$ cat config.mk
export PLATFORM = sky130hd
export DESIGN_NAME = chtlp_ctrl
export DESIGN_NICKNAME = d
export VERILOG_FILES = /design/src/hdl/chtlp_pkg.sv /design/src/hdl/chtlp_ctrl.sv
export SDC_FILE = /design/constraint.sdc
export NUM_CORES = 1
export LEC_CHECK = 0
export ABC_AREA = 1
export ABC_CLOCK_PERIOD_IN_PS = 3200
export BUFFER_PORTS_ARGS = -buffer_cell sky130_fd_sc_hd__buf_2
export CAP_MARGIN = 20
export CORE_MARGIN = 2
export CORE_UTILIZATION = 31
export CTS_BUF_LIST = sky130_fd_sc_hd__clkbuf_4 sky130_fd_sc_hd__clkbuf_8 sky130_fd_sc_hd__clkbuf_16
export DETAILED_ROUTE_END_ITERATION = 6
export SLEW_MARGIN = 20
export SYNTH_ARGS = -nofsm -noshare
export SYNTH_HDL_FRONTEND = slang
export SYNTH_SLANG_ARGS = --single-unit
$ cat constraint.sdc
create_clock -name i_clk -period 3.2 [get_ports i_clk]
set_input_delay 0.32 -clock i_clk [delete_from_list [all_inputs] [get_ports i_clk]]
set_output_delay 0.32 -clock i_clk [all_outputs]
set_load 0.01 [all_outputs]
$ cat src/hdl/chtlp_pkg.sv
// shared types and constants for the coordinate hash table
package chtlp_pkg;

    // fixed field widths
    localparam int TS_W     = 11;
    localparam int STATUS_W = 3;
    localparam int FH_W     = 16;
    localparam int SLOT_W   = 10;

    localparam logic [TS_W-1:0] TS_RESET = 11'd1024;

    // hash multipliers
    localparam logic [31:0] HASH_MUL_X = 32'd18937;
    localparam logic [31:0] HASH_MUL_Y = 32'd20483;
    localparam logic [31:0] HASH_MUL_Z = 32'd29303;

    // sequencing counts
    localparam int CNT_W     = 5;
    localparam int MUL_TERMS = 3;
    localparam int DIV_STEPS = 32;

    // result codes
    typedef logic [STATUS_W-1:0] t_status;
    localparam t_status ST_FOUND     = 3'd0;
    localparam t_status ST_NOT_FOUND = 3'd1;
    localparam t_status ST_INSERTED  = 3'd2;
    localparam t_status ST_PRESENT   = 3'd3;
    localparam t_status ST_FULL      = 3'd4;

    // coordinate select for the shared multiplier
    typedef logic [1:0] t_mul_sel;
    localparam t_mul_sel SEL_X = 2'd0;
    localparam t_mul_sel SEL_Y = 2'd1;
    localparam t_mul_sel SEL_Z = 2'd2;

    // controller to datapath
    typedef struct packed {
        logic     start;
        logic     mul_en;
        t_mul_sel mul_sel;
        logic     acc_en;
        logic     div_step;
        logic     home_load;
        logic     prb_rd;
        logic     prb_chk;
        logic     prb_adv;
        logic     clr_step;
        logic     out_load;
    } t_dp_cmd;

    // datapath to controller
    typedef struct packed {
        logic empty;
        logic match;
        logic last;
        logic clr_last;
    } t_dp_sts;

endpackage

$ cat src/hdl/chtlp_ctrl.sv
// controller: clearing pass, hash, modulo and probe sequencing
module chtlp_ctrl
    import chtlp_pkg::*;
(
    input  logic    i_clk,
    input  logic    i_rst_n,
    input  logic    i_in_valid,
    output logic    o_in_stall,
    output logic    o_out_valid,
    input  logic    i_out_stall,
    output t_dp_cmd o_cmd,
    input  t_dp_sts i_sts
);

    typedef enum logic [7:0] {
        S_CLEAR  = 8'b0000_0001,
        S_IDLE   = 8'b0000_0010,
        S_HASH   = 8'b0000_0100,
        S_DIV    = 8'b0000_1000,
        S_HOME   = 8'b0001_0000,
        S_PRB_RD = 8'b0010_0000,
        S_PRB_CK = 8'b0100_0000,
        S_DONE   = 8'b1000_0000
    } t_state;

    t_state           r_state, n_state;
    logic [CNT_W-1:0] r_cnt, n_cnt;
    logic             r_out_valid, n_out_valid;
    logic             out_free;
    logic             accept;

    assign out_free = !r_out_valid || !i_out_stall;
    assign accept   = (r_state == S_IDLE) && i_in_valid;

    always_comb begin
        n_state = r_state;
        n_cnt   = r_cnt;
        o_cmd   = '0;
        unique case (r_state)
            S_CLEAR: begin
                o_cmd.clr_step = 1'b1;
                if (i_sts.clr_last) begin
                    n_state = S_IDLE;
                end
            end
            S_IDLE: begin
                if (i_in_valid) begin
                    o_cmd.start = 1'b1;
                    n_cnt       = '0;
                    n_state     = S_HASH;
                end
            end
            S_HASH: begin
                o_cmd.mul_en  = r_cnt < CNT_W'(MUL_TERMS);
                o_cmd.mul_sel = t_mul_sel'(r_cnt[1:0]);
                o_cmd.acc_en  = r_cnt != '0;
                n_cnt         = r_cnt + CNT_W'(1);
                if (r_cnt == CNT_W'(MUL_TERMS)) begin
                    n_cnt   = '0;
                    n_state = S_DIV;
                end
            end
            S_DIV: begin
                o_cmd.div_step = 1'b1;
                n_cnt          = r_cnt + CNT_W'(1);
                if (r_cnt == CNT_W'(DIV_STEPS - 1)) begin
                    n_state = S_HOME;
                end
            end
            S_HOME: begin
                o_cmd.home_load = 1'b1;
                n_state         = S_PRB_RD;
            end
            S_PRB_RD: begin
                o_cmd.prb_rd = 1'b1;
                n_state      = S_PRB_CK;
            end
            S_PRB_CK: begin
                o_cmd.prb_chk = 1'b1;
                if (i_sts.empty || i_sts.match || i_sts.last) begin
                    n_state = S_DONE;
                end else begin
                    o_cmd.prb_adv = 1'b1;
                    n_state       = S_PRB_RD;
                end
            end
            S_DONE: begin
                if (out_free) begin
                    o_cmd.out_load = 1'b1;
                    n_state        = S_IDLE;
                end
            end
            default: begin
                n_state = S_IDLE;
            end
        endcase
    end

    always_comb begin
        priority if (o_cmd.out_load) begin
            n_out_valid = 1'b1;
        end else if (!i_out_stall) begin
            n_out_valid = 1'b0;
        end else begin
            n_out_valid = r_out_valid;
        end
    end

    always_ff @(posedge i_clk) begin
        if (!i_rst_n) begin
            r_state     <= S_CLEAR;
            r_cnt       <= '0;
            r_out_valid <= 1'b0;
        end else begin
            r_state     <= n_state;
            r_cnt       <= n_cnt;
            r_out_valid <= n_out_valid;
        end
    end

    assign o_in_stall  = r_state != S_IDLE;
    assign o_out_valid = r_out_valid;

`ifndef SYNTHESIS
    a_one_at_a_time: assert property (@(posedge i_clk) disable iff (!i_rst_n)
        accept |=> o_in_stall)
        else $error("new transfer taken while an item is in flight");

    a_result_issued: assert property (@(posedge i_clk) disable iff (!i_rst_n)
        (r_state == S_DONE) && out_free |=> r_out_valid && (r_state == S_IDLE))
        else $error("finished result not presented");
`endif

endmodule

After elaboration in Yosys (flattened, before gate mapping)
Index checks and enable logic that the tools add are counted.
{ "classes": {"add_sub_neg": 1, "multipliers": 0, "div": 0, "order_cmp": 1, "n_eq_ne": 17, "n_shift": 0, "muxes": 23, "n_bitwise": 0, "n_reduce_logical": 9} }
{ "op_table": {"columns": ["operator", "n"], "rows": [
  ["one-hot mux 8 bit (8 select lines)", 1],
  ["2-to-1 mux 8 bit", 6],
  ["one-hot mux 5 bit (3 select lines)", 1],
  ["2-to-1 mux 1 bit", 11],
  ["2-to-1 mux 5 bit", 2],
  ["inequality test 2 bit (second input constant)", 5],
  ["== test 8 x 1 -> 1 bit (second input constant)", 1],
  ["== test 8 x 2 -> 1 bit (second input constant)", 1],
  ["== test 8 x 3 -> 1 bit (second input constant)", 1],
  ["== test 8 x 4 -> 1 bit (second input constant)", 1],
  ["== test 8 x 5 -> 1 bit (second input constant)", 1],
  ["== test 8 x 6 -> 1 bit (second input constant)", 1],
  ["== test 8 x 7 -> 1 bit (second input constant)", 1],
  ["== test 8 bit (second input constant)", 1],
  ["inequality test 8 x 2 -> 1 bit (second input constant)", 1],
  ["adder 5 x 1 -> 5 bit (second input constant)", 1],
  ["== test 5 x 2 -> 1 bit (second input constant)", 1],
  ["== test 5 bit (second input constant)", 1],
  ["less-than comparator 5 x 2 -> 1 bit (second input constant)", 1],
  ["AND reduction 5 bit", 1],
  ["nonzero test 5 bit", 1],
  ["2-to-1 mux 4 bit", 1],
  ["logical OR 1 bit", 3],
  ["nonzero test 3 bit", 1],
  ["other kinds (4)", 5]
]} }
{ "totals": {"register_bits": 14, "latchBits": 0, "ram_bits": 0, "romBits": 0, "inputBits": 8, "output_inout_bits": 14, "wordCells": 54, "mem_count": 0} }

Depth between registers and ports, before layout
{ "depth": {"depth_word": 5, "ltp_mapped": 10} }

Least setup slack after synthesis
OpenSTA, ideal clock, no wires.
{ "synth_path": {"kind": "reg2out", "from": "register r_state[7]", "to": "output port o_cmd[7] in the netlist's numbering", "arrival_time_ns": 1.104, "required_time_ns": 2.880, "slack_ns": 1.776, "stages_incl_launch_ff": 6, "path_cell_list": "dfxtp_1 nor2_4 nand2_8 nor2_8 inv_1 a31oi_1"} }
{ "synth_lines": {"columns": ["item", "line", "rtl"], "rows": [
  ["from (decl)", "chtlp_ctrl.sv:26", "t_state r_state, n_state;"],
  ["from (signal assigned)", "chtlp_ctrl.sv:115", "r_state <= n_state;"],
  ["to (decl)", "chtlp_ctrl.sv:11", "output t_dp_cmd o_cmd,"]
]} }

==> key figures <==
Run status
  – Outcome: finished, final reports clean

Critical path
  – Slowest stage delay, CP: 0.36 ns
  – Worst endpoint required time: 2.88 ns
  – CP bufs+invs: 2
  – Crit path DAT: 1.66 ns
  – Crit path cell chain: nor2_4, nand2_8, nor3_2, nand2_1, inv_1, buf_2
  – Reg2Reg Depth: 8
  – Delay-heaviest family, CP: simple AND/OR/NAND/NOR gates
  – Startpoint Class: flip-flop
  – Crit path capture type: primary output
  – Crit path max fanout: 7
  – CP max stage cell: dfxtp_1
  – Worst Setup Path Type: flip-flop to primary output
  – Critical path depth in cells: 6

Logic synthesis
  – Syn nets: 146
  – Synthesis warning total: 0
  – EDFF count, synth: 0
  – Syn avg cell area: 7.10 um2
  – Seq cells post-synth: 14
  – Netlist cell types: 26
  – Sequential area share after synthesis: 29.2%
  – Post-Synth Simple-Gate Area: 47.7%
  – Main combinational cell family by area after synthesis: simple AND/OR/NAND/NOR gates
  – Mux cell area share after synthesis: 0%
  – Synth Area in Compound Gates: 7.18%
  – Post-synthesis adder-cell area fraction: 3.92%
  – XOR/XNOR share of the synthesized area: 1.83%
  – Most used DFF post-synth: dfxtp_1
  – Netlist Area Pre-Place: 958 um2
  – Post-synth ARST share: 0%
  – Post-synthesis instance total: 135

Detailed routing
  – Antenna Violating Nets Remaining: 0
  – DRT iter0 DRCs: 54
  – Via count: 933
  – Remaining DRCs: 0
  – Wirelength per Cell: 12.0 um
  – Routed wire length: 2300 um
  – Pre-antenna DRT Iters: 4
  – DR vias/cell: 4.86

Floorplan
  – Die area: 0.00355 mm2
  – Initial core utilization: 31.9%
  – Core area: 0.00300 mm2
  – Standard-cell row count: 20
  – Die Width: 59.6 um
  – I/O Pins: 22
  – Die Ht: 59.6 um

Timing
  – Fmax: 0.504 GHz
  – Min Clock Period, post-route: 1.98 ns
  – Setup repair after global routing missed its margin: false
  – Rel. slew slack: 77.8%
  – Max Slew Vio Count: 0
  – Final TNS setup: 0 ns
  – Slew @ Worst Pin: 0.331 ns
  – # setup viols final: 0
  – Worst Hold Margin: 0.269 ns
  – Final hold violation count: 0
  – Clock Skews: 0.00428 ns
  – Fin crit share: 62.0%

Clocking
  – Resize count post-CTS: 0
  – Clk slew on worst S/H paths: 0.09 ns
  – Clock latency on the worst-skew pair: 0.29 ns
  – Hold-fix buffers, CTS: 0
  – CTS root buf: clkbuf_4
  – Setup Buffers After CTS: 0
  – CTS tree: yes
  – # clock sinks: 14
  – H-tree depth: 1
  – CTS Buf Count: 3
  – Maximum clock path buffer count: 2

Worst hold path
  – Worst min-delay path class: input port to flip-flop
  – Cell count of the worst hold path: 2

Layout
  – Layout cell share with drive strength beyond 1: 26.4%
  – Ant diodes: 0
  – Final Instance Area: 0.00113 mm2
  – Area grow syn2layout: 18.3%
  – Nets@finish: 171

Power and ir drop
  – P_leak: 0.000554 uW
  – P per Cell Area: 339 mW/mm2
  – Peak supply drop: 0.000225 V

Global routing
  – Initial antenna violation count: 0
  – First-pass GRT wire length: 3860 um
  – Grt ovf: 0
  – Largest net degree at the start of global routing: 11
  – Gr usage total: 14.5%
  – Vias in the first global route: 886

Placement
  – Hpwl dp: 1810 um
  – Routability congestion estimate: 0.885
  – Area after detailed placement: 0.00110 mm2
  – IO buf count: 21

Run
  – MaxCap Viol Count: 0
## per-layer routing
layer,vias up,wire length [um],track usage [%]
met3,6,117,3.93
met2,29,1060,23.9
li1,480,-,-
met1,418,1080,18.4
met5,-,0,0
met4,0,42,4.76
## flip-flops by register name, summed over array words and instances (netlist names)
signal,cells
r_state,8
o_out_valid,1
r_cnt,5
## Yosys cell counts, types with 3 or more instances
library cell / count / area, um2
nand3_1: 16 / 80.1
nor2_4: 3 / 33.8
nand3_2: 4 / 40.0
ha_1: 3 / 37.5
nand2_1: 18 / 67.6
nor2_1: 20 / 75.1
inv_1: 22 / 82.6
nor3_1: 4 / 20.0
a21oi_1: 7 / 35.0
a31oi_1: 3 / 18.8
dfxtp_1: 14 / 280
## worst register-to-register path, delay by kind of cell (launching register included)
kind | cells | cell delay (ns)
AOI/OAI and AO/OA | 1 | 0.10
adders and majority gates | 2 | 0.39
buffers and inverters | 1 | 0.04
DFF | 1 | 0.41
and+or+nand+nor | 4 | 0.53
## through the flow
| step | total power (uW) | util [%] | setup slack, ns | std cells |
|---|---|---|---|---|
| final | 384 | 37.8 | 1.22 | 192 |
| after global placement | 256 | 36.5 | 1.64 | 188 |
| after detailed placement | 257 | 36.5 | 1.54 | 188 |
| after CTS | 389 | 37.8 | 1.22 | 192 |
| after floorplan | 238 | - | 1.78 | 135 |
| after global routing | 406 | 37.8 | 1.11 | 192 |
## final cells by class
class,instances,area [um2]
clock buffer,4,36.3
timing repair buffer,21,105
sequential,14,280
tap,33,41.3
inverter,24,90.1
fill,324,1870
multi-input combinational,96,581
## where the power goes
group,internal (uW),switching [uW],total [uW]
Sequential,179,5.79,185
Combinational,24.5,43.8,68.3
Clock,69.3,61.5,131
## layout by cell type, fill, tap and decap left out, drive strengths merged
master and instances:
nor2 27, inv 23, nand2 22, buf 21, nand3 20, dfxtp 14, a21oi 7, nor3 5
clkbuf 4, a31oi 3, ha 3, nand3b 2, nand4 2, xor2 2, and3 1, o211ai 1
clkinv 1, o21bai 1
## final timing paths
kind          startpoint           to  slack, ns
min reg2reg  o_out_valid  o_out_valid       0.48
max reg2reg     r_cnt[0]   r_state[1]       1.61
max           r_state[7]    o_cmd[11]       1.22
min              i_rst_n   r_state[0]       0.27
## cell families (layout without fill, tap and decap cells)
logic type / count (synthesis) / count (layout)
xor+xnor: 2 / 2
flops: 14 / 14
compound gates: 12 / 12
fa+ha+maj: 3 / 3
simple gates: 79 / 79
buf+inv: 25 / 49
Note: power is estimated with default switching activity, not from simulation.
